**src/rtl/cskc_pkg.sv**
```systemverilog
`timescale 1ns / 1ps
// ----------------------------------------------------------------------------
// cskc_pkg
// Shared types, codes and widths of the clock set keypad controller.
// ----------------------------------------------------------------------------
package cskc_pkg;

	localparam int YEAR_W   = 7;
	localparam int MONTH_W  = 4;
	localparam int DATE_W   = 5;
	localparam int HOUR_W   = 5;
	localparam int MINUTE_W = 6;
	localparam int SECOND_W = 6;
	localparam int TIMER_W  = 8;
	localparam int RPT_W    = 3;

	localparam int APB_AW = 5;
	localparam int APB_DW = 32;

	localparam logic [HOUR_W-1:0]   HOUR_MAX    = HOUR_W'(12);
	localparam logic [HOUR_W-1:0]   HOUR_MIN    = HOUR_W'(1);
	localparam logic [HOUR_W-1:0]   HOUR_VALID  = HOUR_W'(23);
	localparam logic [MINUTE_W-1:0] MINUTE_MAX  = MINUTE_W'(59);
	localparam logic [SECOND_W-1:0] SECOND_MAX  = SECOND_W'(59);
	localparam logic [MONTH_W-1:0]  MONTH_MAX   = MONTH_W'(12);

	typedef enum logic {
		OP_TICK  = 1'b0,
		OP_START = 1'b1
	} opcode_t;

	typedef enum logic [1:0] {
		STEP_HOUR   = 2'd0,
		STEP_MINUTE = 2'd1,
		STEP_FINISH = 2'd2
	} step_t;

	typedef enum logic [1:0] {
		HOLD_KEEP    = 2'd0,
		HOLD_MINUS   = 2'd1,
		HOLD_PLUS    = 2'd2,
		HOLD_RELEASE = 2'd3
	} hold_req_t;

	typedef enum logic [1:0] {
		KEY_NONE  = 2'd0,
		KEY_MINUS = 2'd1,
		KEY_PLUS  = 2'd2
	} held_key_t;

	typedef enum logic [2:0] {
		REG_MIN_YEAR      = 3'd0,
		REG_MAX_YEAR      = 3'd1,
		REG_TIMEOUT_TICKS = 3'd2,
		REG_FINISH_DELAY  = 3'd3,
		REG_REPEAT_CAP    = 3'd4
	} reg_index_t;

	typedef struct packed {
		logic [YEAR_W-1:0]  min_year;
		logic [YEAR_W-1:0]  max_year;
		logic [TIMER_W-1:0] timeout_ticks;
		logic [TIMER_W-1:0] finish_delay;
		logic [TIMER_W-1:0] repeat_cap;
	} cfg_t;

	typedef struct packed {
		opcode_t             opcode;
		logic                minus_press;
		logic                plus_press;
		logic                switch_press;
		hold_req_t           hold_request;
		logic [YEAR_W-1:0]   clock_year;
		logic [MONTH_W-1:0]  clock_month;
		logic [DATE_W-1:0]   clock_date;
		logic [HOUR_W-1:0]   clock_hour;
		logic [MINUTE_W-1:0] clock_minute;
		logic [SECOND_W-1:0] clock_second;
	} cmd_t;

	typedef struct packed {
		logic                active;
		step_t               edit_step;
		logic [HOUR_W-1:0]   hour_value;
		logic [MINUTE_W-1:0] minute_value;
		logic                commit;
		logic [YEAR_W-1:0]   year_value;
		logic [MONTH_W-1:0]  month_value;
		logic [DATE_W-1:0]   date_value;
		logic [SECOND_W-1:0] second_value;
		logic                first_set_done;
	} res_t;

	typedef struct packed {
		logic                active;
		step_t               step;
		logic [YEAR_W-1:0]   year;
		logic [MONTH_W-1:0]  month;
		logic [DATE_W-1:0]   date;
		logic [HOUR_W-1:0]   hour;
		logic [MINUTE_W-1:0] minute;
		logic [SECOND_W-1:0] second;
		logic [TIMER_W-1:0]  idle_timer;
		logic [TIMER_W-1:0]  finish_timer;
		logic [RPT_W-1:0]    repeat_timer;
		logic [TIMER_W-1:0]  repeat_count;
		held_key_t           held_key;
		logic                first_done;
	} state_t;

endpackage

```
**src/rtl/cskc_if.sv**
```systemverilog
`timescale 1ns / 1ps
// ----------------------------------------------------------------------------
// cskc_if
// Valid/ready channels for command items and result items.
// ----------------------------------------------------------------------------
interface cskc_cmd_if;
	logic                          valid;
	logic                          ready;
	logic                          opcode;
	logic                          minus_press;
	logic                          plus_press;
	logic                          switch_press;
	logic [1:0]                    hold_request;
	logic [cskc_pkg::YEAR_W-1:0]   clock_year;
	logic [cskc_pkg::MONTH_W-1:0]  clock_month;
	logic [cskc_pkg::DATE_W-1:0]   clock_date;
	logic [cskc_pkg::HOUR_W-1:0]   clock_hour;
	logic [cskc_pkg::MINUTE_W-1:0] clock_minute;
	logic [cskc_pkg::SECOND_W-1:0] clock_second;

	modport source (
		output valid, opcode, minus_press, plus_press, switch_press, hold_request,
		output clock_year, clock_month, clock_date, clock_hour, clock_minute,
		output clock_second,
		input  ready
	);
	modport sink (
		input  valid, opcode, minus_press, plus_press, switch_press, hold_request,
		input  clock_year, clock_month, clock_date, clock_hour, clock_minute,
		input  clock_second,
		output ready
	);
endinterface

interface cskc_res_if;
	logic                          valid;
	logic                          ready;
	logic                          active;
	logic [1:0]                    edit_step;
	logic [cskc_pkg::HOUR_W-1:0]   hour_value;
	logic [cskc_pkg::MINUTE_W-1:0] minute_value;
	logic                          commit;
	logic [cskc_pkg::YEAR_W-1:0]   year_value;
	logic [cskc_pkg::MONTH_W-1:0]  month_value;
	logic [cskc_pkg::DATE_W-1:0]   date_value;
	logic [cskc_pkg::SECOND_W-1:0] second_value;
	logic                          first_set_done;

	modport source (
		output valid, active, edit_step, hour_value, minute_value, commit,
		output year_value, month_value, date_value, second_value, first_set_done,
		input  ready
	);
	modport sink (
		input  valid, active, edit_step, hour_value, minute_value, commit,
		input  year_value, month_value, date_value, second_value, first_set_done,
		output ready
	);
endinterface

```
**src/rtl/cskc_cfg_regs.sv**
```systemverilog
`timescale 1ns / 1ps
// ----------------------------------------------------------------------------
// cskc_cfg_regs
// APB register file holding the year range, timeout, finish delay and
// repeat cap.
// ----------------------------------------------------------------------------
module cskc_cfg_regs (
	input  logic                        clk,
	input  logic                        arst_n,
	input  logic                        psel,
	input  logic                        penable,
	input  logic                        pwrite,
	input  logic [cskc_pkg::APB_AW-1:0] paddr,
	input  logic [cskc_pkg::APB_DW-1:0] pwdata,
	output logic [cskc_pkg::APB_DW-1:0] prdata,
	output logic                        pready,
	output cskc_pkg::cfg_t              cfg
);
	import cskc_pkg::*;

	cfg_t       cfg_q;
	reg_index_t idx;
	logic       wr_en;

	assign pready = 1'b1;
	assign idx    = reg_index_t'(paddr[APB_AW-1:2]);
	assign wr_en  = psel && penable && pwrite && pready;
	assign cfg    = cfg_q;

	always_ff @(posedge clk or negedge arst_n) begin
		if (!arst_n) begin
			cfg_q.min_year      <= YEAR_W'(0);
			cfg_q.max_year      <= YEAR_W'(99);
			cfg_q.timeout_ticks <= TIMER_W'(100);
			cfg_q.finish_delay  <= TIMER_W'(10);
			cfg_q.repeat_cap    <= TIMER_W'(60);
		end else if (wr_en) begin
			unique case (idx)
				REG_MIN_YEAR:      cfg_q.min_year      <= pwdata[YEAR_W-1:0];
				REG_MAX_YEAR:      cfg_q.max_year      <= pwdata[YEAR_W-1:0];
				REG_TIMEOUT_TICKS: cfg_q.timeout_ticks <= pwdata[TIMER_W-1:0];
				REG_FINISH_DELAY:  cfg_q.finish_delay  <= pwdata[TIMER_W-1:0];
				REG_REPEAT_CAP:    cfg_q.repeat_cap    <= pwdata[TIMER_W-1:0];
				default: ;
			endcase
		end
	end

	always_comb begin
		unique case (idx)
			REG_MIN_YEAR:      prdata = APB_DW'(cfg_q.min_year);
			REG_MAX_YEAR:      prdata = APB_DW'(cfg_q.max_year);
			REG_TIMEOUT_TICKS: prdata = APB_DW'(cfg_q.timeout_ticks);
			REG_FINISH_DELAY:  prdata = APB_DW'(cfg_q.finish_delay);
			REG_REPEAT_CAP:    prdata = APB_DW'(cfg_q.repeat_cap);
			default:           prdata = '0;
		endcase
	end

endmodule

```
**src/rtl/cskc_core.sv**
```systemverilog
`timescale 1ns / 1ps
// ----------------------------------------------------------------------------
// cskc_core
// Setting-mode state registers and the next-state logic for one item.
// ----------------------------------------------------------------------------
module cskc_core (
	input  logic           clk,
	input  logic           arst_n,
	input  cskc_pkg::cfg_t cfg,
	input  logic           take,
	input  cskc_pkg::cmd_t cmd,
	output cskc_pkg::res_t res
);
	import cskc_pkg::*;

	state_t st_q;
	state_t st_d;
	logic   commit;

	always_comb begin
		state_t           s;
		logic             minus;
		logic             plus;
		logic             finished;
		logic [RPT_W-1:0] period;

		s        = st_q;
		minus    = cmd.minus_press;
		plus     = cmd.plus_press;
		finished = 1'b0;
		commit   = 1'b0;
		period   = RPT_W'(5);

		if (cmd.opcode == OP_START) begin
			s.active = 1'b1;
			s.step   = STEP_HOUR;
			s.year   = cmd.clock_year;
			s.month  = cmd.clock_month;
			s.date   = cmd.clock_date;
			s.hour   = cmd.clock_hour;
			s.minute = cmd.clock_minute;
			s.second = cmd.clock_second;
		end else begin
			unique case (cmd.hold_request)
				HOLD_MINUS:   s.held_key = KEY_MINUS;
				HOLD_PLUS:    s.held_key = KEY_PLUS;
				HOLD_RELEASE: s.held_key = KEY_NONE;
				default: ;
			endcase

			if (s.active) begin
				s.idle_timer = s.idle_timer + TIMER_W'(1);
				if (s.idle_timer >= cfg.timeout_ticks) begin
					s.idle_timer = '0;
					s.active     = 1'b0;
					s.step       = STEP_HOUR;
				end
			end else begin
				s.idle_timer = '0;
			end

			if (!s.active) begin
				s.held_key     = KEY_NONE;
				s.repeat_timer = '0;
				s.repeat_count = '0;
			end else begin
				if (s.repeat_count >= cfg.repeat_cap) begin
					s.repeat_count = '0;
					s.held_key     = KEY_NONE;
				end
				priority if (s.repeat_count <= TIMER_W'(1)) period = RPT_W'(5);
				else if (s.repeat_count <= TIMER_W'(3)) period = RPT_W'(4);
				else if (s.repeat_count <= TIMER_W'(5)) period = RPT_W'(3);
				else period = RPT_W'(2);

				if (s.held_key == KEY_MINUS || s.held_key == KEY_PLUS) begin
					s.repeat_timer = s.repeat_timer + RPT_W'(1);
					if (s.repeat_timer >= period) begin
						s.repeat_timer = '0;
						if (s.held_key == KEY_MINUS) minus = 1'b1;
						else plus = 1'b1;
						s.repeat_count = s.repeat_count + TIMER_W'(1);
					end
					s.idle_timer = '0;
				end else begin
					s.held_key     = KEY_NONE;
					s.repeat_timer = '0;
					s.repeat_count = '0;
				end

				// A step key in the finish step sends editing back to the hour.
				if (minus) begin
					unique case (s.step)
						STEP_HOUR:
							s.hour = (s.hour > HOUR_MIN) ? s.hour - HOUR_W'(1) : HOUR_MAX;
						STEP_MINUTE:
							s.minute = (s.minute > '0) ? s.minute - MINUTE_W'(1)
							                           : MINUTE_MAX;
						default: s.step = STEP_HOUR;
					endcase
				end
				if (plus) begin
					unique case (s.step)
						STEP_HOUR:
							s.hour = (s.hour < HOUR_MAX) ? s.hour + HOUR_W'(1) : HOUR_MIN;
						STEP_MINUTE:
							s.minute = (s.minute < MINUTE_MAX) ? s.minute + MINUTE_W'(1)
							                                   : '0;
						default: s.step = STEP_HOUR;
					endcase
				end
				if (cmd.switch_press)
					s.step = (s.step == STEP_HOUR) ? STEP_MINUTE : STEP_FINISH;

				if (s.step == STEP_FINISH) begin
					s.finish_timer = s.finish_timer + TIMER_W'(1);
					if (s.finish_timer >= cfg.finish_delay) begin
						s.finish_timer = '0;
						s.active       = 1'b0;
						s.step         = STEP_HOUR;
						finished       = 1'b1;
					end
				end

				if (finished) begin
					s.first_done = 1'b1;
					commit = (s.year >= cfg.min_year) && (s.year <= cfg.max_year) &&
					         (s.month >= MONTH_W'(1)) && (s.month <= MONTH_MAX) &&
					         (s.date >= DATE_W'(1)) && (s.hour <= HOUR_VALID) &&
					         (s.minute <= MINUTE_MAX) && (s.second <= SECOND_MAX);
				end
			end
		end

		st_d = s;
	end

	always_ff @(posedge clk or negedge arst_n) begin
		if (!arst_n) begin
			st_q <= '0;
		end else if (take) begin
			st_q <= st_d;
		end
	end

	always_comb begin
		res.active         = st_d.active;
		res.edit_step      = st_d.step;
		res.hour_value     = st_d.hour;
		res.minute_value   = st_d.minute;
		res.commit         = commit;
		res.year_value     = st_d.year;
		res.month_value    = st_d.month;
		res.date_value     = st_d.date;
		res.second_value   = st_d.second;
		res.first_set_done = st_d.first_done;
	end

endmodule

```
**src/rtl/clock_set_keypad_controller_unit.sv**
```systemverilog
`timescale 1ns / 1ps
// ----------------------------------------------------------------------------
// clock_set_keypad_controller_unit
// Keypad controller for setting the hour and minute of a clock.
// ----------------------------------------------------------------------------
// The block takes one command item per clock cycle and returns exactly one
// result item for each, in the cycle after acceptance. All per-item work is a
// single pass of compare and increment logic from the state registers into
// the result register, so the rate is one item per cycle; it drops only while
// the result register holds an item that the sink has not yet taken.
// Configuration registers sit on the APB port at byte addresses 0, 4, 8, 12
// and 16 and should be written only while no item is in flight.
module clock_set_keypad_controller_unit (
	input  logic                        clk,
	input  logic                        arst_n,
	cskc_cmd_if.sink                    cmd,
	cskc_res_if.source                  result,
	input  logic                        psel,
	input  logic                        penable,
	input  logic                        pwrite,
	input  logic [cskc_pkg::APB_AW-1:0] paddr,
	input  logic [cskc_pkg::APB_DW-1:0] pwdata,
	output logic [cskc_pkg::APB_DW-1:0] prdata,
	output logic                        pready
);
	import cskc_pkg::*;

	cfg_t cfg;
	cmd_t cmd_item;
	res_t res_next;
	res_t res_q;
	logic valid_q;
	logic take;

	cskc_cfg_regs u_cfg (
		.clk     (clk),
		.arst_n  (arst_n),
		.psel    (psel),
		.penable (penable),
		.pwrite  (pwrite),
		.paddr   (paddr),
		.pwdata  (pwdata),
		.prdata  (prdata),
		.pready  (pready),
		.cfg     (cfg)
	);

	always_comb begin
		cmd_item.opcode       = opcode_t'(cmd.opcode);
		cmd_item.minus_press  = cmd.minus_press;
		cmd_item.plus_press   = cmd.plus_press;
		cmd_item.switch_press = cmd.switch_press;
		cmd_item.hold_request = hold_req_t'(cmd.hold_request);
		cmd_item.clock_year   = cmd.clock_year;
		cmd_item.clock_month  = cmd.clock_month;
		cmd_item.clock_date   = cmd.clock_date;
		cmd_item.clock_hour   = cmd.clock_hour;
		cmd_item.clock_minute = cmd.clock_minute;
		cmd_item.clock_second = cmd.clock_second;
	end

	// The result register frees up in the same cycle that its item is taken.
	assign cmd.ready = !valid_q || result.ready;
	assign take      = cmd.valid && cmd.ready;

	cskc_core u_core (
		.clk    (clk),
		.arst_n (arst_n),
		.cfg    (cfg),
		.take   (take),
		.cmd    (cmd_item),
		.res    (res_next)
	);

	always_ff @(posedge clk or negedge arst_n) begin
		if (!arst_n) begin
			valid_q <= 1'b0;
		end else if (cmd.ready) begin
			valid_q <= cmd.valid;
		end
	end

	always_ff @(posedge clk) begin
		if (take) begin
			res_q <= res_next;
		end
	end

	assign result.valid          = valid_q;
	assign result.active         = res_q.active;
	assign result.edit_step      = res_q.edit_step;
	assign result.hour_value     = res_q.hour_value;
	assign result.minute_value   = res_q.minute_value;
	assign result.commit         = res_q.commit;
	assign result.year_value     = res_q.year_value;
	assign result.month_value    = res_q.month_value;
	assign result.date_value     = res_q.date_value;
	assign result.second_value   = res_q.second_value;
	assign result.first_set_done = res_q.first_set_done;

endmodule
```
**src/flat_wrapper.sv**
```systemverilog
// flat-port wrapper written by rule: the top's interface ports become plain ports
module clock_set_keypad_controller_unit_flat import cskc_pkg::*;
  (clk, arst_n, psel, penable, pwrite, paddr, pwdata, prdata, pready, cmd_valid, cmd_opcode, cmd_minus_press, cmd_plus_press, cmd_switch_press, cmd_hold_request, cmd_clock_year, cmd_clock_month, cmd_clock_date, cmd_clock_hour, cmd_clock_minute, cmd_clock_second, cmd_ready, result_valid, result_active, result_edit_step, result_hour_value, result_minute_value, result_commit, result_year_value, result_month_value, result_date_value, result_second_value, result_first_set_done, result_ready);
  cskc_cmd_if cmd_i ();
  cskc_res_if result_i ();
  input  logic clk;
  input  logic arst_n;
  input  logic psel;
  input  logic penable;
  input  logic pwrite;
  input  logic [cskc_pkg::APB_AW-1:0] paddr;
  input  logic [cskc_pkg::APB_DW-1:0] pwdata;
  output logic [cskc_pkg::APB_DW-1:0] prdata;
  output logic pready;
  input wire logic [$bits(cmd_i.valid)-1:0] cmd_valid;
  input wire logic [$bits(cmd_i.opcode)-1:0] cmd_opcode;
  input wire logic [$bits(cmd_i.minus_press)-1:0] cmd_minus_press;
  input wire logic [$bits(cmd_i.plus_press)-1:0] cmd_plus_press;
  input wire logic [$bits(cmd_i.switch_press)-1:0] cmd_switch_press;
  input wire logic [$bits(cmd_i.hold_request)-1:0] cmd_hold_request;
  input wire logic [$bits(cmd_i.clock_year)-1:0] cmd_clock_year;
  input wire logic [$bits(cmd_i.clock_month)-1:0] cmd_clock_month;
  input wire logic [$bits(cmd_i.clock_date)-1:0] cmd_clock_date;
  input wire logic [$bits(cmd_i.clock_hour)-1:0] cmd_clock_hour;
  input wire logic [$bits(cmd_i.clock_minute)-1:0] cmd_clock_minute;
  input wire logic [$bits(cmd_i.clock_second)-1:0] cmd_clock_second;
  output wire logic [$bits(cmd_i.ready)-1:0] cmd_ready;
  output wire logic [$bits(result_i.valid)-1:0] result_valid;
  output wire logic [$bits(result_i.active)-1:0] result_active;
  output wire logic [$bits(result_i.edit_step)-1:0] result_edit_step;
  output wire logic [$bits(result_i.hour_value)-1:0] result_hour_value;
  output wire logic [$bits(result_i.minute_value)-1:0] result_minute_value;
  output wire logic [$bits(result_i.commit)-1:0] result_commit;
  output wire logic [$bits(result_i.year_value)-1:0] result_year_value;
  output wire logic [$bits(result_i.month_value)-1:0] result_month_value;
  output wire logic [$bits(result_i.date_value)-1:0] result_date_value;
  output wire logic [$bits(result_i.second_value)-1:0] result_second_value;
  output wire logic [$bits(result_i.first_set_done)-1:0] result_first_set_done;
  input wire logic [$bits(result_i.ready)-1:0] result_ready;
  assign cmd_i.valid = cmd_valid;
  assign cmd_i.opcode = cmd_opcode;
  assign cmd_i.minus_press = cmd_minus_press;
  assign cmd_i.plus_press = cmd_plus_press;
  assign cmd_i.switch_press = cmd_switch_press;
  assign cmd_i.hold_request = cmd_hold_request;
  assign cmd_i.clock_year = cmd_clock_year;
  assign cmd_i.clock_month = cmd_clock_month;
  assign cmd_i.clock_date = cmd_clock_date;
  assign cmd_i.clock_hour = cmd_clock_hour;
  assign cmd_i.clock_minute = cmd_clock_minute;
  assign cmd_i.clock_second = cmd_clock_second;
  assign cmd_ready = cmd_i.ready;
  assign result_valid = result_i.valid;
  assign result_active = result_i.active;
  assign result_edit_step = result_i.edit_step;
  assign result_hour_value = result_i.hour_value;
  assign result_minute_value = result_i.minute_value;
  assign result_commit = result_i.commit;
  assign result_year_value = result_i.year_value;
  assign result_month_value = result_i.month_value;
  assign result_date_value = result_i.date_value;
  assign result_second_value = result_i.second_value;
  assign result_first_set_done = result_i.first_set_done;
  assign result_i.ready = result_ready;
  clock_set_keypad_controller_unit u_core (.clk(clk), .arst_n(arst_n), .cmd(cmd_i), .result(result_i), .psel(psel), .penable(penable), .pwrite(pwrite), .paddr(paddr), .pwdata(pwdata), .prdata(prdata), .pready(pready));
endmodule
```
**config.mk**
```make
export PLATFORM = sky130hd
export DESIGN_NAME = clock_set_keypad_controller_unit_flat
export DESIGN_NICKNAME = d
export VERILOG_FILES = /design/src/rtl/cskc_pkg.sv /design/src/rtl/cskc_if.sv /design/src/rtl/cskc_cfg_regs.sv /design/src/rtl/cskc_core.sv /design/src/rtl/clock_set_keypad_controller_unit.sv /design/src/flat_wrapper.sv
export SDC_FILE = /design/constraint.sdc
export NUM_CORES = 1
export LEC_CHECK = 0
export ABC_AREA = 1
export BUFFER_PORTS_ARGS = -buffer_cell sky130_fd_sc_hd__buf_2
export CAP_MARGIN = 20
export CORE_MARGIN = 2
export CORE_UTILIZATION = 62
export CTS_BUF_LIST = sky130_fd_sc_hd__clkbuf_16
export DETAILED_ROUTE_END_ITERATION = 6
export PLACE_DENSITY = 0.86
export SETUP_SLACK_MARGIN = 0.2
export SLEW_MARGIN = 20
export SYNTH_ARGS = -nofsm -noshare
export SYNTH_HDL_FRONTEND = slang
export SYNTH_HIERARCHICAL = 1
export SYNTH_SLANG_ARGS = --single-unit
```
**constraint.sdc**
```tcl
create_clock -name clk -period 11.75 [get_ports clk]
set_input_delay 1.175 -clock clk [delete_from_list [all_inputs] [get_ports clk]]
set_output_delay 1.175 -clock clk [all_outputs]
set_load 0.01 [all_outputs]
```
==> Yosys cells after proc, flatten, opt, wreduce, memory -nomap -nowiden <==
Index checks and enable logic that the tools add are counted.
{ "word_totals": {"reg_bits": 143, "input_bits": 83, "out_inout_bits": 73, "elab_cells": 173} }
{ "op_classes": {"n_addsub": 8, "magnitude_cmp": 19, "n_eq_ne": 12, "mux": 74, "bitwise": 3, "reduce_logical": 27} }
{ "ops": {"columns": ["op", "count"], "rows": [
  ["11-bit 2-to-1 mux", 10],
  ["8-bit 2-to-1 mux", 5],
  ["8-bit one-hot mux with 5 select lines", 1],
  ["3-bit 2-to-1 mux", 11],
  ["16-bit 2-to-1 mux", 2],
  ["10-bit 2-to-1 mux", 3],
  ["6-bit 2-to-1 mux", 5],
  ["2-bit 2-to-1 mux", 13],
  ["8-bit by 1-bit adder with 8-bit output, second input constant", 3],
  ["8-bit greater-or-equal comparator", 3],
  ["5-bit 2-to-1 mux", 4],
  ["1-bit 2-to-1 mux", 18],
  ["13-bit 2-to-1 mux", 1],
  ["6-bit less-or-equal comparator, second input constant", 2],
  ["2-bit AND reduction", 6],
  ["1-bit logical AND", 10],
  ["2-bit by 1-bit equality test with 1-bit output, second input constant", 4],
  ["2-bit equality test, second input constant", 4],
  ["8-bit by 1-bit less-or-equal comparator with 1-bit output, second input constant", 1],
  ["8-bit by 2-bit less-or-equal comparator with 1-bit output, second input constant", 1],
  ["8-bit by 3-bit less-or-equal comparator with 1-bit output, second input constant", 1],
  ["7-bit greater-or-equal comparator", 1],
  ["7-bit less-or-equal comparator", 1],
  ["6-bit by 1-bit adder with 6-bit output, second input constant", 1],
  ["25 further kinds", 32]
]} }

==> Logic depth before layout (Yosys ltp) <==
{ "logic_depth": {"word_depth": 39, "depth_mapped": 34, "ltp_nobuf": 34} }

==> By module <==
The synthesis kept the hierarchy.
{ "modules_own_cells": {"columns": ["module", "n_inst", "cells_each", "area_per_inst_um2", "seq_area_each_um2"], "rows": [
  ["cskc_core", 1, 809, 5589.1, 1651.6],
  ["cskc_cfg_regs", 1, 271, 2154.6, 967.2],
  ["clock_set_keypad_controller_unit", 1, 44, 1186.1, 1166.1]
]} }

==> Worst setup path after synthesis <==
OpenSTA, ideal clock, no wires.
{ "synth_timing": {"path_type": "in2reg", "startpoint": "in cmd_valid", "endpoint": "reg u_core/u_core/st_q[19] (netlist name)", "setup_ps": 96, "t_arrival_ps": 4600, "required_ps": 11654, "path_slack_ps": 7054, "cell_stages": 11, "path_buffers": 2, "cell_sequence": "inv_1 -> a21oi_1 -> clkbuf_1 -> inv_1 -> nor2_1 -> inv_1 -> nor2_2 -> nand2_2 -> or2_1 -> buf_6 -> o32ai_2"} }
{ "synth_between": {"elab_chain_len": 2} }
{ "synth_rtl": {"columns": ["item", "line", "rtl"], "rows": [
  ["start: declaration", "flat_wrapper.sv:15", "input wire logic [$bits(cmd_i.valid)-1:0] cmd_valid;"],
  ["1-bit logical AND", "clock_set_keypad_controller_unit.sv:64", "assign take = cmd.valid && cmd.ready;"],
  ["net u_core.take", "clock_set_keypad_controller_unit.sv:33", "logic take;"],
  ["4-bit AND reduction (no line)", null, null],
  ["end signal: assignment", "cskc_core.sv:142", "st_q <= st_d;"],
  ["end: declaration", "cskc_core.sv:16", "state_t st_q;"]
]} }
The timed path passes the listed nets, and every way through them passes these cells.
A chain may end at the register's enable or synchronous reset.

==> Worst setup path in the final report <==
{ "layout_timing": {"startpoint": "reg u_core.u_cfg.cfg_q, in the netlist u_core/u_cfg/cfg[3]", "endpoint": "reg u_core.res_q, in the netlist u_core/result.commit, data pin"} }
{ "layout_between": {"elab_chain_len": 35, "word_cells_on_any_way": 66, "cone_classes": "add/sub (2); order compare (9); eq/ne (4); mux (42); bitwise (1); reduce/logical (8)"} }
{ "layout_rtl": {"columns": ["item", "line", "rtl"], "rows": [
  ["start: declaration", "cskc_cfg_regs.sv:21", "cfg_t cfg_q;"],
  ["8-bit greater-or-equal comparator *", "cskc_core.sv:67", "if (s.repeat_count >= cfg.repeat_cap) begin"],
  ["10-bit 2-to-1 mux *", "cskc_core.sv:67", null],
  ["10-bit 2-to-1 mux *", "cskc_core.sv:62", "if (!s.active) begin"],
  ["10-bit 2-to-1 mux *", "cskc_core.sv:34", "if (cmd.opcode == OP_START) begin"],
  ["8-bit by 3-bit less-or-equal comparator with 1-bit output", "cskc_core.sv:73", "else if (s.repeat_count <= TIMER_W'(5)) period = RPT_W'(3);"],
  ["1-bit 2-to-1 mux", "cskc_core.sv:73", null],
  ["3-bit 2-to-1 mux", "cskc_core.sv:72", "else if (s.repeat_count <= TIMER_W'(3)) period = RPT_W'(4);"],
  ["3-bit 2-to-1 mux", "cskc_core.sv:71", "priority if (s.repeat_count <= TIMER_W'(1)) period = RPT_W'(5);"],
  ["[... 19 more ...]", null, null],
  ["2-bit 2-to-1 mux", "cskc_core.sv:62", null],
  ["2-bit 2-to-1 mux", "cskc_core.sv:34", null],
  ["2-bit equality test", "cskc_core.sv:115", "if (s.step == STEP_FINISH) begin"],
  ["1-bit 2-to-1 mux", "cskc_core.sv:115", null],
  ["1-bit 2-to-1 mux", "cskc_core.sv:62", null],
  ["1-bit 2-to-1 mux", "cskc_core.sv:34", null],
  ["1-bit NOT (no line)", null, null],
  ["3-bit OR reduction (no line)", null, null],
  ["end signal: assignment", "clock_set_keypad_controller_unit.sv:85", "res_q <= res_next;"],
  ["end: declaration", "clock_set_keypad_controller_unit.sv:31", "res_t res_q;"]
]} }
Every way passes the cells marked *; elsewhere a longest branch is shown, timed or not. The select of a mux whose other input is x is not followed.

==> metrics.cfg <==
[place]
io_buffer_count = 104
hpwlAfterDp_um = 14670
dp_cells = 1376
gp_congestion = 0.9475

[clock_tree]
postCtsSetupBuffers = 0
clock_path_buffers = 2
clock_latency_ns = 0.42
clock-root-buffer = clkbuf_16
htree_levels = 4
hold_buffers = 0
clk_pin_slew_worst_paths_ns = 0.06
cts_tree = built
clock-sinks = 143
numCtsBuffers = 17
cts-resized-gates = 0

[power_and_ir_drop]
vdd_drop_max_v = 0.0001216
powerDensity_nw_per_um2 = 196.8
leakagePower_nw = 5.028

[sta]
tightest_slew_ns = 0.9939
timing.slew.headroom_pct = 33.74
hold_viol_final = 0
setup_viol = 0
timing.hold.ws_ns = 0.4890
max_freq_mhz = 195.7
setup_tns_ns = 0
min_period_ns = 5.110
clock_skew_ns = 0.008528
drv_slew = 0
timing.final.crit_share_pct = 43.49
rsz0062_at_grt = false

[floorplanning]
start_util_pct = 63.84
rows = 43
die_area_um2 = 15380
die_h_um = 124.0
die_w_um = 124.0
core_um2 = 13990
pin_count = 156

[routing]
routed_via_density = 5.540
dr.pass1.iters = 7
wl_per_cell_um = 14.89
drtIter0Drc = 759
drt_wl_total_um = 20970
vias = 7800
drc = 5
postRouteAntennaNets = 0

[critical_path]
r2r_cells = 29
cp_max_fo = 16
cp-startpoint = u_core/u_cfg/cfg[3]
cp_data_arrival_time_ns = 5.28
criticalPathCategory = reg -> reg
critPathLaunchType = flop
r2r-end = u_core/result.commit
critPathMostFrequentCell = nand2_1
critPathMaxStageDelay_ns = 0.55
crit_family = simple AND/OR/NAND/NOR gates
cp_data_required_time_ns = 11.92
r2r_slack_ns = 6.64
crit_path_top_delay_cell = dfstp_2
critPathBufInv = 6
r2r_start = u_core/u_cfg/cfg[3]
cp-end-kind = flop

[cells_and_area]
fin_nets = 1353
final_cell_mix = nand2_1 (314), inv_1 (144), o21ai_0 (111)
syn_to_final_growth_pct = 12.22
n_antenna_cell = 0
multiInputGateArea_um2 = 4328
fin_util_pct = 71.64
fin_cells = 1408
regArea_um2 = 3785
nFillCells = 1068
final_common_cell = nand2_1
drive_gt1_share_pct = 16.21

[flow_run]
maxCapViolations = 0

[global_routing]
antenna_found_initial = 0
track_usage_pct = 28.15
overflow = 0
grt_pass1_wl_um = 33910
grt_pass1_vias = 7442
grt_start_max_net_pins = 101

[outcome]
violations = DRC
outcome = finished with violations

[worst_hold_path]
min-delay-start = u_core/u_core/st_q[0]
hold_depth = 1
holdCritPathClass = reg -> reg
min_to = u_core/u_core/st_q[0]

[logic_synthesis]
synth.distinct_cells = 58
syn-cell-area_um2 = 8930
ys_ff_latch = 143
syn_avg_cell_area_um2 = 7.945
syn_inst = 1124
synth-seq-area-share_pct = 42.38
yosysWarnings = 6

-- cells in the mapped netlist (all sizes together) --
master | number | area share, %
a21boi | 2 | 0.17
a21o | 2 | 0.17
a21oi | 39 | 2.3
a221oi | 1 | 0.098
a22o | 3 | 0.29
a22oi | 1 | 0.084
a311oi | 1 | 0.098
a31oi | 1 | 0.14
a32o | 5 | 0.56
buf | 42 | 3.3
clkbuf | 17 | 0.71
conb | 2 | 0.084
dfrtp | 92 | 26
dfstp | 13 | 3.8
edfxtp | 38 | 13
ha | 55 | 7.7
inv | 147 | 6.2
nand2 | 323 | 14
nand3 | 56 | 3.5
nand3b | 2 | 0.31
nand4 | 16 | 1.1
nor2 | 81 | 4.4
nor3 | 12 | 0.78
o2111ai | 3 | 0.29
o211ai | 5 | 0.42
o21a | 3 | 0.25
o21ai | 124 | 7.0
o21bai | 2 | 0.29
o22a | 1 | 0.098
o22ai | 6 | 0.42
o311ai | 1 | 0.098
o31ai | 2 | 0.22
o32ai | 2 | 0.28
o41ai | 2 | 0.20
or2 | 4 | 0.28
xnor2 | 3 | 0.29
xor2 | 15 | 1.5
-- how the worst max path moves through the flow --
stage                             end  depth (start not counted)
3_5_place_dp   u_core/u_core/st_q[19]                         11
2_1_floorplan  u_core/u_core/st_q[19]                         11
4_1_cts          u_core/result.commit                         29
6_report         u_core/result.commit                         29
5_1_grt          u_core/result.commit                         29
3_3_place_gp   u_core/u_core/st_q[19]                         11
-- metrics by stage --
step	setup WS, ns	instance area, um^2	power (W)
global route	6.171	10020	0.002114
detailed placement	6.596	9445	0.001429
global placement	6.692	9445	0.001395
finish	6.640	10020	0.001973
floorplan	7.054	9016	0.001249
CTS	6.686	10020	0.001967
-- flip-flops by register name (all words and copies together) (netlist names), 2 cells and up --
| name | cells |
|---|---|
| u_core/result.date_value | 5 |
| u_core/result.edit_step | 2 |
| u_core/result.hour_value | 5 |
| u_core/result.minute_value | 6 |
| u_core/result.month_value | 4 |
| u_core/result.second_value | 6 |
| u_core/result.year_value | 7 |
| u_core/u_cfg/cfg | 38 |
| u_core/u_core/st_q | 66 |
-- per-layer routing --
| layer | global-route usage, % | part of all wire (%) | vias to the layer above |
|---|---|---|---|
| met5 | 0 | 0 | - |
| li1 | - | - | 3828 |
| met3 | 6.273 | 6.2 | 61 |
| met2 | 47.91 | 49 | 292 |
| met4 | 12.50 | 3.1 | 0 |
| met1 | 34.32 | 42 | 3619 |
-- worst reg2reg max path, delay by kind of cell (launching register included) --
| kind | cells | cell delay, ns |
|---|---|---|
| AOI/OAI and AO/OA | 3 | 0.58 |
| DFF | 1 | 0.55 |
| buffers and inverters | 6 | 0.50 |
| and+or+nand+nor | 16 | 2.20 |
| adders and majority gates | 4 | 1.02 |
-- area by class of cell --
class | count | area share, %
multi-input cells | 798 | 43.19
flip-flops and latches | 143 | 37.77
inverters | 147 | 5.531
repair buffers | 108 | 5.519
clock buffers | 17 | 4.245
well taps | 180 | 2.247
clock inverters | 15 | 1.498
-- kinds of logic after synthesis --
| kind of cell | share of synthesized area, % |
|---|---|
| fa+ha+maj | 7.706 |
| other cells | 0.08410 |
| xor+xnor | 1.766 |
| flops | 42.38 |
| simple gates | 24.32 |
| compound gates | 13.49 |
| buf+inv | 10.24 |
-- where the power goes --
part | switching (W) | internal (W) | leakage, nW | total, W
Clock | 0.000228 | 0.000298 | 0.280 | 0.000526
Sequential | 0.0000809 | 0.000623 | 1.69 | 0.000704
Combinational | 0.000487 | 0.000255 | 3.06 | 0.000742
Power figures use the tool's default switching activity.
